`config.mk`:
```
export PLATFORM = sky130hd
export DESIGN_NAME = heartbeat_link_health_selector
export DESIGN_NICKNAME = d
export VERILOG_FILES = /design/src/hlhs_pkg.sv /design/src/heartbeat_link_health_selector.sv /design/src/hlhs_ctrl.sv /design/src/hlhs_dpath.sv
export SDC_FILE = /design/constraint.sdc
export NUM_CORES = 1
export LEC_CHECK = 0
export BUFFER_PORTS_ARGS = -buffer_cell sky130_fd_sc_hd__clkbuf_2
export CAP_MARGIN = 30
export CORE_AREA = 2 2 186 206
export CTS_BUF_LIST = sky130_fd_sc_hd__clkbuf_4 sky130_fd_sc_hd__clkbuf_8
export CTS_CLUSTER_SIZE = 40
export DETAILED_ROUTE_END_ITERATION = 8
export DIE_AREA = 0 0 188 208
export MAX_ROUTING_LAYER = met4
export SYNTH_ARGS = -nofsm -noshare
export SYNTH_HDL_FRONTEND = slang
export SYNTH_SLANG_ARGS = --single-unit
```
`constraint.sdc`:
```
create_clock -name clk_i -period 3.3 [get_ports clk_i]
set_input_delay 0.66 -clock clk_i [delete_from_list [all_inputs] [get_ports clk_i]]
set_output_delay 0.66 -clock clk_i [all_outputs]
set_load 0.03 [all_outputs]
```
`src/hlhs_pkg.sv`:
```
// ----------------------------------------------------------------------------
// hlhs_pkg
// Shared types and constants of the heartbeat link health selector.
// ----------------------------------------------------------------------------
package hlhs_pkg;

  localparam int unsigned SCORE_W = 5;
  localparam int unsigned CFG_IDX_W = 2;
  localparam int unsigned CFG_DATA_W = 16;

  localparam logic [CFG_IDX_W-1:0] CFG_NUM_LOCAL  = 2'd0;
  localparam logic [CFG_IDX_W-1:0] CFG_NUM_REMOTE = 2'd1;
  localparam logic [CFG_IDX_W-1:0] CFG_ASSOC_ID   = 2'd2;

  localparam logic [2:0]  NUM_LOCAL_RST  = 3'd1;
  localparam logic [2:0]  NUM_REMOTE_RST = 3'd1;
  localparam logic [15:0] ASSOC_ID_RST   = 16'hFFFF;

  localparam logic [SCORE_W:0]   HEALTH_LIMIT = 6'd6;
  localparam logic [SCORE_W-1:0] SCORE_CAP    = 5'd15;
  localparam logic [SCORE_W-1:0] PENALTY      = 5'd3;

  typedef struct packed {
    logic       opcode;
    logic [3:0] ack_link;
  } hlhs_in_t;

  typedef struct packed {
    logic        primary_notice;
    logic [1:0]  local_index;
    logic [1:0]  remote_index;
    logic [3:0]  link_index;
    logic [15:0] assoc_out;
    logic [3:0]  preferred_link;
    logic        last;
  } hlhs_out_t;

  typedef struct packed {
    logic               pend;
    logic [SCORE_W-1:0] score;
  } hlhs_entry_t;

  typedef enum logic [3:0] {
    ST_IDLE,
    ST_PREF_RD,
    ST_PREF_CHK,
    ST_SCAN_RD,
    ST_SCAN_CMP,
    ST_AGE_RD,
    ST_AGE_WR,
    ST_ACK_RD,
    ST_ACK_WR
  } hlhs_state_e;

  typedef enum logic [1:0] {
    ADDR_PREF,
    ADDR_ACK,
    ADDR_CNT
  } hlhs_addr_e;

  typedef struct packed {
    logic       take;
    logic       rd_en;
    hlhs_addr_e addr_sel;
    logic       cnt_clr;
    logic       best_load;
    logic       scan_step;
    logic       age_step;
    logic       ack_wr;
  } hlhs_cmd_t;

  typedef struct packed {
    logic is_ack;
    logic ack_ok;
    logic no_links;
    logic pref_bad;
    logic last_link;
    logic out_free;
  } hlhs_stat_t;

endpackage

```
`src/heartbeat_link_health_selector.sv`:
```
// ----------------------------------------------------------------------------
// heartbeat_link_health_selector
// An acknowledgement reads and then writes back its link entry, or does nothing
// when its link is out of range; no beat. A tick checks the preferred link,
// scans all links when the check calls for it, then ages each link in turn with
// one result beat per link, waiting while the output register holds an untaken beat.
// One item is in work at a time; a finished beat waits in the output register.
// Reset clears all link entries at once through per-entry valid bits.
// ----------------------------------------------------------------------------
module heartbeat_link_health_selector
  import hlhs_pkg::*;
#(
  parameter int unsigned MAX_LOCAL  = 4,
  parameter int unsigned MAX_REMOTE = 4
) (
  input  logic                  clk_i,
  input  logic                  rst_ni,
  input  logic                  cfg_we_i,
  input  logic [CFG_IDX_W-1:0]  cfg_index_i,
  input  logic [CFG_DATA_W-1:0] cfg_wdata_i,
  input  logic                  in_valid_i,
  output logic                  in_ready_o,
  input  hlhs_in_t              in_data_i,
  output logic                  out_valid_o,
  input  logic                  out_ready_i,
  output hlhs_out_t             out_data_o
);

  hlhs_cmd_t  cmd;
  hlhs_stat_t stat;

  hlhs_ctrl u_ctrl (
    .clk_i      (clk_i),
    .rst_ni     (rst_ni),
    .in_valid_i (in_valid_i),
    .stat_i     (stat),
    .cmd_o      (cmd)
  );

  hlhs_dpath #(
    .MAX_LOCAL  (MAX_LOCAL),
    .MAX_REMOTE (MAX_REMOTE)
  ) u_dpath (
    .clk_i       (clk_i),
    .rst_ni      (rst_ni),
    .cfg_we_i    (cfg_we_i),
    .cfg_index_i (cfg_index_i),
    .cfg_wdata_i (cfg_wdata_i),
    .in_data_i   (in_data_i),
    .out_valid_o (out_valid_o),
    .out_ready_i (out_ready_i),
    .out_data_o  (out_data_o),
    .cmd_i       (cmd),
    .stat_o      (stat)
  );

  assign in_ready_o = cmd.take;

endmodule

```
`src/hlhs_ctrl.sv`:
```
// ----------------------------------------------------------------------------
// hlhs_ctrl
// Sequencer that steps the datapath through acknowledgements and ticks.
// ----------------------------------------------------------------------------
module hlhs_ctrl
  import hlhs_pkg::*;
(
  input  logic       clk_i,
  input  logic       rst_ni,
  input  logic       in_valid_i,
  input  hlhs_stat_t stat_i,
  output hlhs_cmd_t  cmd_o
);

  hlhs_state_e state_q, state_d;

  always_ff @(posedge clk_i or negedge rst_ni) begin
    if (!rst_ni) begin
      state_q <= ST_IDLE;
    end else begin
      state_q <= state_d;
    end
  end

  always_comb begin
    state_d = state_q;
    unique case (state_q)
      ST_IDLE: begin
        if (in_valid_i) begin
          if (stat_i.is_ack) begin
            state_d = stat_i.ack_ok ? ST_ACK_RD : ST_IDLE;
          end else begin
            state_d = ST_PREF_RD;
          end
        end
      end
      ST_PREF_RD: state_d = ST_PREF_CHK;
      ST_PREF_CHK: begin
        if (stat_i.no_links) begin
          state_d = ST_IDLE;
        end else if (stat_i.pref_bad) begin
          state_d = ST_SCAN_RD;
        end else begin
          state_d = ST_AGE_RD;
        end
      end
      ST_SCAN_RD: state_d = ST_SCAN_CMP;
      ST_SCAN_CMP: state_d = stat_i.last_link ? ST_AGE_RD : ST_SCAN_RD;
      ST_AGE_RD: state_d = ST_AGE_WR;
      ST_AGE_WR: begin
        if (stat_i.out_free) begin
          state_d = stat_i.last_link ? ST_IDLE : ST_AGE_RD;
        end
      end
      ST_ACK_RD: state_d = ST_ACK_WR;
      ST_ACK_WR: state_d = ST_IDLE;
      default: state_d = ST_IDLE;
    endcase
  end

  always_comb begin
    cmd_o = '0;
    cmd_o.addr_sel = ADDR_CNT;
    unique case (state_q)
      ST_IDLE: cmd_o.take = in_valid_i;
      ST_PREF_RD: begin
        cmd_o.rd_en = 1'b1;
        cmd_o.addr_sel = ADDR_PREF;
      end
      ST_PREF_CHK: begin
        cmd_o.cnt_clr = 1'b1;
        cmd_o.best_load = 1'b1;
      end
      ST_SCAN_RD: cmd_o.rd_en = 1'b1;
      ST_SCAN_CMP: begin
        cmd_o.scan_step = 1'b1;
        cmd_o.cnt_clr = stat_i.last_link;
      end
      ST_AGE_RD: cmd_o.rd_en = 1'b1;
      ST_AGE_WR: cmd_o.age_step = stat_i.out_free;
      ST_ACK_RD: begin
        cmd_o.rd_en = 1'b1;
        cmd_o.addr_sel = ADDR_ACK;
      end
      ST_ACK_WR: begin
        cmd_o.ack_wr = 1'b1;
        cmd_o.addr_sel = ADDR_ACK;
      end
      default: cmd_o = '0;
    endcase
  end

endmodule

```
`src/hlhs_dpath.sv`:
```
// ----------------------------------------------------------------------------
// hlhs_dpath
// Link table, configuration, counters, selection state and result register.
// ----------------------------------------------------------------------------
module hlhs_dpath
  import hlhs_pkg::*;
#(
  parameter int unsigned MAX_LOCAL  = 4,
  parameter int unsigned MAX_REMOTE = 4
) (
  input  logic                  clk_i,
  input  logic                  rst_ni,
  input  logic                  cfg_we_i,
  input  logic [CFG_IDX_W-1:0]  cfg_index_i,
  input  logic [CFG_DATA_W-1:0] cfg_wdata_i,
  input  hlhs_in_t              in_data_i,
  output logic                  out_valid_o,
  input  logic                  out_ready_i,
  output hlhs_out_t             out_data_o,
  input  hlhs_cmd_t             cmd_i,
  output hlhs_stat_t            stat_o
);

  localparam int unsigned LINKS = MAX_LOCAL * MAX_REMOTE;
  localparam int unsigned IW    = (LINKS > 1) ? $clog2(LINKS) : 1;
  localparam int unsigned KW    = $clog2(LINKS + 1);
  localparam int unsigned LCW   = $clog2(MAX_LOCAL + 1);
  localparam int unsigned RCW   = $clog2(MAX_REMOTE + 1);
  localparam int unsigned LIW   = (MAX_LOCAL > 1) ? $clog2(MAX_LOCAL) : 1;
  localparam int unsigned RIW   = (MAX_REMOTE > 1) ? $clog2(MAX_REMOTE) : 1;

  logic [2:0]  num_local_q, num_remote_q;
  logic [15:0] assoc_q;

  logic [LCW-1:0]     eff_local;
  logic [RCW-1:0]     eff_remote;
  logic [LCW+RCW-1:0] link_prod;
  logic [KW-1:0]      links;

  logic [KW-1:0]      k_q;
  logic [LIW-1:0]     i_q;
  logic [RIW-1:0]     j_q;
  logic [IW-1:0]      pref_q;
  logic [SCORE_W-1:0] best_q;
  logic               notify_q;
  logic [3:0]         ack_q;

  hlhs_entry_t        mem_q [LINKS];
  logic [LINKS-1:0]   valid_q;
  hlhs_entry_t        rd_data_q;
  logic               rd_valid_q;
  hlhs_entry_t        ent;

  logic [IW-1:0]      rd_addr;
  logic [IW-1:0]      cnt_addr;
  logic               mem_we;
  logic [IW-1:0]      wr_addr;
  hlhs_entry_t        wr_data;
  logic [SCORE_W-1:0] aged_score;
  logic [SCORE_W:0]   health;
  logic               prim;

  logic               out_valid_q;
  hlhs_out_t          out_q;

  always_ff @(posedge clk_i or negedge rst_ni) begin
    if (!rst_ni) begin
      num_local_q  <= NUM_LOCAL_RST;
      num_remote_q <= NUM_REMOTE_RST;
      assoc_q      <= ASSOC_ID_RST;
    end else if (cfg_we_i) begin
      unique case (cfg_index_i)
        CFG_NUM_LOCAL:  num_local_q  <= cfg_wdata_i[2:0];
        CFG_NUM_REMOTE: num_remote_q <= cfg_wdata_i[2:0];
        CFG_ASSOC_ID:   assoc_q      <= cfg_wdata_i;
        default: ;
      endcase
    end
  end

  assign eff_local  = (int'(num_local_q) > MAX_LOCAL) ? LCW'(MAX_LOCAL) : LCW'(num_local_q);
  assign eff_remote = (int'(num_remote_q) > MAX_REMOTE) ? RCW'(MAX_REMOTE)
                                                        : RCW'(num_remote_q);
  assign link_prod  = (LCW+RCW)'(eff_local) * (LCW+RCW)'(eff_remote);
  assign links      = KW'(link_prod);

  assign cnt_addr = IW'(k_q);
  assign ent      = rd_valid_q ? rd_data_q : '0;

  always_comb begin
    unique case (cmd_i.addr_sel)
      ADDR_PREF: rd_addr = pref_q;
      ADDR_ACK:  rd_addr = IW'(ack_q);
      ADDR_CNT:  rd_addr = cnt_addr;
      default:   rd_addr = cnt_addr;
    endcase
  end

  always_comb begin
    if (ent.pend) begin
      aged_score = (ent.score < SCORE_CAP) ? ent.score + PENALTY : ent.score;
    end else begin
      aged_score = (ent.score != '0) ? ent.score - 1'b1 : ent.score;
    end
  end

  assign mem_we  = cmd_i.age_step || cmd_i.ack_wr;
  assign wr_addr = cmd_i.ack_wr ? IW'(ack_q) : cnt_addr;
  assign wr_data = cmd_i.ack_wr ? '{pend: 1'b0, score: ent.score}
                                : '{pend: 1'b1, score: aged_score};

  always_ff @(posedge clk_i) begin
    if (mem_we) begin
      mem_q[wr_addr] <= wr_data;
    end
    if (cmd_i.rd_en) begin
      rd_data_q <= mem_q[rd_addr];
    end
  end

  always_ff @(posedge clk_i or negedge rst_ni) begin
    if (!rst_ni) begin
      valid_q    <= '0;
      rd_valid_q <= 1'b0;
    end else begin
      if (mem_we) begin
        valid_q[wr_addr] <= 1'b1;
      end
      if (cmd_i.rd_en) begin
        rd_valid_q <= valid_q[rd_addr];
      end
    end
  end

  always_ff @(posedge clk_i) begin
    if (cmd_i.take) begin
      ack_q <= in_data_i.ack_link;
    end
    if (cmd_i.best_load) begin
      best_q <= ent.score;
    end else if (cmd_i.scan_step && (ent.score < best_q)) begin
      best_q <= ent.score;
    end
  end

  assign prim = cmd_i.age_step && (cnt_addr == pref_q) && notify_q;

  always_ff @(posedge clk_i or negedge rst_ni) begin
    if (!rst_ni) begin
      pref_q   <= '0;
      notify_q <= 1'b1;
    end else if (cmd_i.scan_step && (ent.score < best_q)) begin
      pref_q   <= cnt_addr;
      notify_q <= 1'b1;
    end else if (prim) begin
      notify_q <= 1'b0;
    end
  end

  always_ff @(posedge clk_i or negedge rst_ni) begin
    if (!rst_ni) begin
      k_q <= '0;
      i_q <= '0;
      j_q <= '0;
    end else if (cmd_i.cnt_clr) begin
      k_q <= '0;
      i_q <= '0;
      j_q <= '0;
    end else if (cmd_i.scan_step) begin
      k_q <= k_q + 1'b1;
    end else if (cmd_i.age_step) begin
      k_q <= k_q + 1'b1;
      if (int'(j_q) + 1 == int'(eff_remote)) begin
        j_q <= '0;
        i_q <= i_q + 1'b1;
      end else begin
        j_q <= j_q + 1'b1;
      end
    end
  end

  always_ff @(posedge clk_i or negedge rst_ni) begin
    if (!rst_ni) begin
      out_valid_q <= 1'b0;
    end else if (cmd_i.age_step) begin
      out_valid_q <= 1'b1;
    end else if (out_ready_i) begin
      out_valid_q <= 1'b0;
    end
  end

  always_ff @(posedge clk_i) begin
    if (cmd_i.age_step) begin
      out_q.primary_notice <= prim;
      out_q.local_index    <= 2'(i_q);
      out_q.remote_index   <= 2'(j_q);
      out_q.link_index     <= 4'(k_q);
      out_q.assoc_out      <= assoc_q;
      out_q.preferred_link <= 4'(pref_q);
      out_q.last           <= stat_o.last_link;
    end
  end

  assign out_valid_o = out_valid_q;
  assign out_data_o  = out_q;

  assign health = {1'b0, ent.score} + (ent.pend ? {1'b0, PENALTY} : '0);

  assign stat_o.is_ack    = in_data_i.opcode;
  assign stat_o.ack_ok    = int'(in_data_i.ack_link) < int'(links);
  assign stat_o.no_links  = (links == '0);
  assign stat_o.pref_bad  = (health > HEALTH_LIMIT) || (pref_q != '0);
  assign stat_o.last_link = (KW'(k_q + 1'b1) == links);
  assign stat_o.out_free  = !out_valid_q || out_ready_i;

endmodule

```
# Word level (Yosys, flattened, before mapping)
# Memories as Yosys holds them, arrays and structs flattened. A register that Yosys moved wholly into a read port is not among the register bits.
# Index checks and enable logic that the tools add are counted.
[word_totals]
n_memories = 1
mem_bits_rw = 96
word_cells = 136
output_inout_bits = 32
register_bits = 97
[classes]
mux = 50
eq_ne = 17
mul = 1
n_addsub = 7
bitwise = 1
reduce_logical = 29
order_cmp = 9
[mem_list]
columns = ["name", "words", "word_bits", "rd", "rd_ports_with_merged_regs", "write_ports", "line", "rtl"]
rows = [
  ["u_dpath.mem_q", 16, 6, 1, 1, 1, "hlhs_dpath.sv:48", "hlhs_entry_t mem_q [LINKS];"],
]
[op_table]
columns = ["cell", "n"]
rows = [
  ["$mux 5", 8],
  ["$eq 32x4->1", 1],
  ["$pmux 4 s8", 1],
  ["$mux 4", 5],
  ["$mux 2", 9],
  ["$mux 3", 6],
  ["$eq 4x3->1 const B", 4],
  ["$or 16x16->16", 1],
  ["$mux 1", 14],
  ["$mux 6", 2],
  ["$lt 4x5->1 const B", 2],
  ["$reduce_and 2->1", 5],
  ["$reduce_bool 2->1", 5],
  ["$eq 4x2->1 const B", 2],
  ["$pmux 4 s2", 1],
  ["$add 5x6->6", 1],
  ["$gt 3x3->1 const B", 2],
  ["$gt 6x3->1 const B", 1],
  ["$reduce_or 6->1", 1],
  ["$add 5x1->5 const B", 1],
  ["$add 5x2->5 const B", 1],
  ["$eq 5x5->1", 1],
  ["$logic_not 5->1", 1],
  ["$lt 4x5->1", 1],
  ["other kinds (29)", 38],
]

# Logic depth before layout (Yosys ltp)
[logic_depth]
depth_word = 8
ltp_mapped = 13

# By module
# A second synthesis with hierarchy kept.
[hier_totals]
hier_cells = 574
hier_area_um2 = 8834.7
[modules_own_cells]
columns = ["module", "cells_each", "seq_area_each_um2", "area_each_um2", "instances"]
rows = [
  ["hlhs_dpath", 530, 5609.1, 8456.9, 1],
  ["hlhs_ctrl", 44, 100.1, 377.9, 1],
]

# Least setup slack after synthesis
# No wires, ideal clock.
[synth_timing]
path_kind = "register to register"
startpoint = "reg u_dpath.num_remote_q[2]"
endpoint = "reg u_dpath.k_q[2]"
required_time_ns = 3.176
stages_incl_launch_ff = 14
path_slack_ns = 0.096
arrival_time_ns = 3.080
setup_ns = 0.124
n_path_buf = 1
path_cell_list = "dfrtp_1 clkbuf_1 and3b_1 fa_1 ha_1 inv_1 fa_1 xnor2_1 xnor2_1 xnor2_1 nor3_2 o21a_1 nor2_1 o31a_1"
[synth_lines]
columns = ["element", "line", "rtl"]
rows = [
  ["from (decl)", "hlhs_dpath.sv:32", "logic [2:0] num_local_q, num_remote_q;"],
  ["from (signal assigned)", "hlhs_dpath.sv:74", "CFG_NUM_REMOTE: num_remote_q <= cfg_wdata_i[2:0];"],
  ["to (signal assigned)", "hlhs_dpath.sv:170", "k_q <= k_q + 1'b1;"],
  ["to (signal assigned)", "hlhs_dpath.sv:172", "k_q <= k_q + 1'b1;"],
  ["to (decl)", "hlhs_dpath.sv:40", "logic [KW-1:0] k_q;"],
]

# Worst setup path in the final report
[layout_timing]
startpoint = "reg u_dpath.num_local_q[2]"
endpoint = "reg u_ctrl.state_q[1]"
[layout_between]
elab_chain_len = 8
[layout_rtl]
columns = ["element", "line", "rtl"]
rows = [
  ["from (decl)", "hlhs_dpath.sv:32", ""],
  ["from (signal assigned)", "hlhs_dpath.sv:73", "CFG_NUM_LOCAL: num_local_q <= cfg_wdata_i[2:0];"],
  ["$gt 3x3->1", "hlhs_dpath.sv:81", "assign eff_local = (int'(num_local_q) > MAX_LOCAL) ? LCW'(MAX_LOCAL) : LCW'(num_local_q);"],
  ["$mux 3 (*)", "hlhs_dpath.sv:81", ""],
  ["$mul 3x3->5 (*)", "hlhs_dpath.sv:84", "assign link_prod = (LCW+RCW)'(eff_local) * (LCW+RCW)'(eff_remote);"],
  ["$lt 4x5->1", "hlhs_dpath.sv:210", "assign stat_o.ack_ok = int'(in_data_i.ack_link) < int'(links);"],
  ["$mux 3", "hlhs_ctrl.sv:31", "state_d = stat_i.ack_ok ? ST_ACK_RD : ST_IDLE;"],
  ["$mux 4", "hlhs_ctrl.sv:30", "if (stat_i.is_ack) begin"],
  ["$mux 4", "hlhs_ctrl.sv:29", "if (in_valid_i) begin"],
  ["$pmux 4 s8 (*)", "hlhs_ctrl.sv:27", "unique case (state_q)"],
  ["to (signal assigned)", "hlhs_ctrl.sv:21", "state_q <= state_d;"],
  ["to (decl)", "hlhs_ctrl.sv:15", "hlhs_state_e state_q, state_d;"],
]
# Every way passes the cells marked *; elsewhere a longest branch is shown, timed or not. The select of a mux whose other input is x is not followed.
# A chain may end at the register's enable or synchronous reset.

==> flow_summary.ini <==
[synthesis]
synth_edf_count = 141
yosysSeqAreaShare_pct = 62.2
synthFlopType = edfxtp_1
synthCells = 691
syn_nets = 738
synth-async-reset-ratio_pct = 29.1
synth_seq_cells = 199
synth_warnings = 0
syn_area_sq_mm = 0.00918
avgSynthCellArea_sq_um = 13.3
yosysUniqueCellTypes = 70

[timing]
hold_viol_final = 0
tightestPinTransition_ns = 0.841
setup_tns_ns = 0
drv_slew = 0
hold_ws_ns = 0.105
rsz0062_at_grt = false
min_period_ns = 3.13
slew_headroom_pct = 43.8
final-setup-viol-count = 0
fmax_mhz = 320
fin_crit_sh_pct = 94.8
clock_skew_ns = 0.0174

[die]
fp.dieH_microns = 208
initial_core_util_pct = 24.8
core_sq_mm = 0.0369
die_x_microns = 188
row_count = 74
dieArea_sq_mm = 0.0391
ios = 60

[routing]
drc_errors = 0
drtPass1Iterations = 4
vias_per_cell = 4.44
wl_per_cell_microns = 15.7
vias = 5700
drt_iter0_drc = 368
totalWireLength_microns = 20100
ant_nets = 0

[worst_setup_path]
r2r_start = u_dpath.num_local_q[2]
cp_max_fo = 7
cp.required_ns = 3.66
path_cells = nor4bb_4, fa_1, ha_1, inv_1, fa_1, ha_1, nor2_1, a211o_1, and3_1, nor3_1, o22ai_1
cpPeakStageDelay_ns = 0.47
r2r_cells = 11
critical_path_buf_inv_count = 1
critPathLaunchType = flop
arrival_ns = 3.49
worstSetupPathDepth = 11
reg2reg_slack_ns = 0.17
slowest_stage = dfrtp_2
crit_type = reg2reg
r2r_end = u_ctrl.state_q[1]
cp-end-kind = flop
cpLargestDelayFamily = adder cells

[clock_network]
cts_root_buf = clkbuf_8
clk_latency_ns = 0.48
postCtsSetupBuffers = 0
cts_resized = 0
cts_htree_levels = 4
postCtsHoldBufs = 0
clkSlewWorstSetupHoldPaths_ns = 0.11
cts_tree = done
cts_made_buffers = 17
clockBufferDepth = 2
clock-sinks = 199

[placement]
dpl_cell_area_sq_mm = 0.0102
dp.cells = 1251
dp_hpwl_microns = 14000
portBuffers = 59
gp_congestion = 0.808

[final_layout]
drive_gt1_share_pct = 26.0
area_growth_pct = 16.5
antennaDiodeCount = 0
multi_input_area_sq_mm = 0.00320
num-fill-cells = 3760
nets = 823
final_cell_mix = edfxtp_1 (141), clkbuf_2 (59), nand2_1 (50)
instances_no_fill = 1283
final_common_cell = edfxtp_1
utilization_pct = 28.9
regArea_sq_mm = 0.00571
design_area_sq_mm = 0.0107

[global_route]
grt_use_met2_pct = 17.8
grt_busiest_layer = met2
antenna_found_initial = 0
use_met3_pct = 2.38
grt_max_degree = 57
grt_usage_pct = 10.8
grt_pass1_wl_microns = 32300
grtUsageMet1_pct = 13.7
grt_pass1_vias = 5788
gr-total-overflow = 0

[pwr]
power.density_mw_per_mm2 = 912
ir_drop_mv = 0.455
p_leak_nw = 4.14

[flow_run]
cap_violations = 0

[status]
outcome = finished clean

[min_path]
min_path_type = in2async
## sequential cells by signal, summed over array words and instances (netlist names), 5 cells and up
signal and count:
u_dpath.assoc_q 16, u_dpath.mem_q 96, u_dpath.best_q 5, u_dpath.k_q 5, u_dpath.valid_q 16, u_dpath.rd_data_q 6
u_dpath.out_data_o 30
## how the worst max path moves through the flow
stage,slack (ns),startpoint,endpoint
finish,0.17,u_dpath.num_local_q[2],u_ctrl.state_q[1]
global route,0.006,u_dpath.num_local_q[2],u_ctrl.state_q[1]
CTS,0.05,u_dpath.num_local_q[2],u_ctrl.state_q[1]
detailed placement,0.05,u_dpath.num_local_q[2],u_ctrl.state_q[1]
global placement,0.13,u_dpath.num_local_q[2],u_ctrl.state_q[1]
floorplan,0.1,u_dpath.num_remote_q[2],u_dpath.k_q[2]
## metal layers
layer  up-vias  wire [microns]
li1       2717               -
met1      2851            9110
met2       120            9900
met3        12             918
met4         0             147
met5         -               0
## power by group
group	leakage, nW	total [W]	internal [W]	switching (W)
registers	1.95	0.00404	0.00363	0.000412
clock network	0.210	0.00160	0.000593	0.00101
logic	1.98	0.00412	0.00162	0.00249
## kinds of logic (layout without fill, tap and decap cells)
| kind of cell | after synthesis | count (layout) | share of synthesized area (%) |
|---|---|---|---|
| AOI/OAI and AO/OA | 113 | 113 | 8.82 |
| xor gates and xnor gates | 25 | 25 | 2.39 |
| adders and majority gates | 19 | 19 | 2.84 |
| buffers and inverters | 64 | 162 | 3.40 |
| DFF | 199 | 199 | 62.2 |
| muxes | 80 | 80 | 9.24 |
| and+or+nand+nor | 191 | 191 | 11.1 |
## metrics by stage
step / total power, W / worst slack (ns)
floorplan: 0.00692 / 0.0957
global placement: 0.00819 / 0.125
detailed placement: 0.00825 / 0.0501
CTS: 0.00987 / 0.0537
global route: 0.0104 / 0.00589
finish: 0.00975 / 0.172
## final cells by class
cell class	count	share of cell area, %
clock buffer	17	2.19
clock inverter	15	1.84
inverter	33	1.16
multi-input combinational	428	30.0
sequential	199	53.4
tap	494	5.78
timing repair buffer	97	5.66
## cell usage after synthesis, drive strengths merged, types with 3 or more instances
library cell | n | share of area [%]
a211oi | 4 | 0.38
a2111oi | 4 | 0.45
clkbuf | 13 | 0.53
nor4bb | 4 | 0.44
nor2 | 41 | 1.7
nand2b | 12 | 0.82
o21ai | 19 | 1.0
mux2i | 42 | 4.6
inv | 33 | 1.3
a2bb2oi | 6 | 0.57
dfstp | 19 | 5.4
mux2 | 38 | 4.7
nor3 | 12 | 0.71
and2 | 6 | 0.41
o21bai | 3 | 0.25
nand3b | 4 | 0.33
a31oi | 8 | 0.55
xor2 | 9 | 0.86
a211o | 4 | 0.38
o22ai | 3 | 0.20
o211ai | 12 | 0.98
nor2b | 6 | 0.41
fa | 3 | 0.65
a22o | 7 | 0.67
dfrtp | 39 | 11
and3b | 5 | 0.48
a21oi | 16 | 0.87
nand2 | 50 | 2.0
xnor2 | 16 | 1.5
o21a | 4 | 0.33
nand3 | 10 | 0.55
and3 | 14 | 0.95
a21boi | 5 | 0.41
ha | 16 | 2.2
edfxtp | 141 | 46
or2 | 12 | 0.82
or3 | 3 | 0.20
buf | 18 | 1.5
No activity file was read; power rests on OpenSTA's default activity.
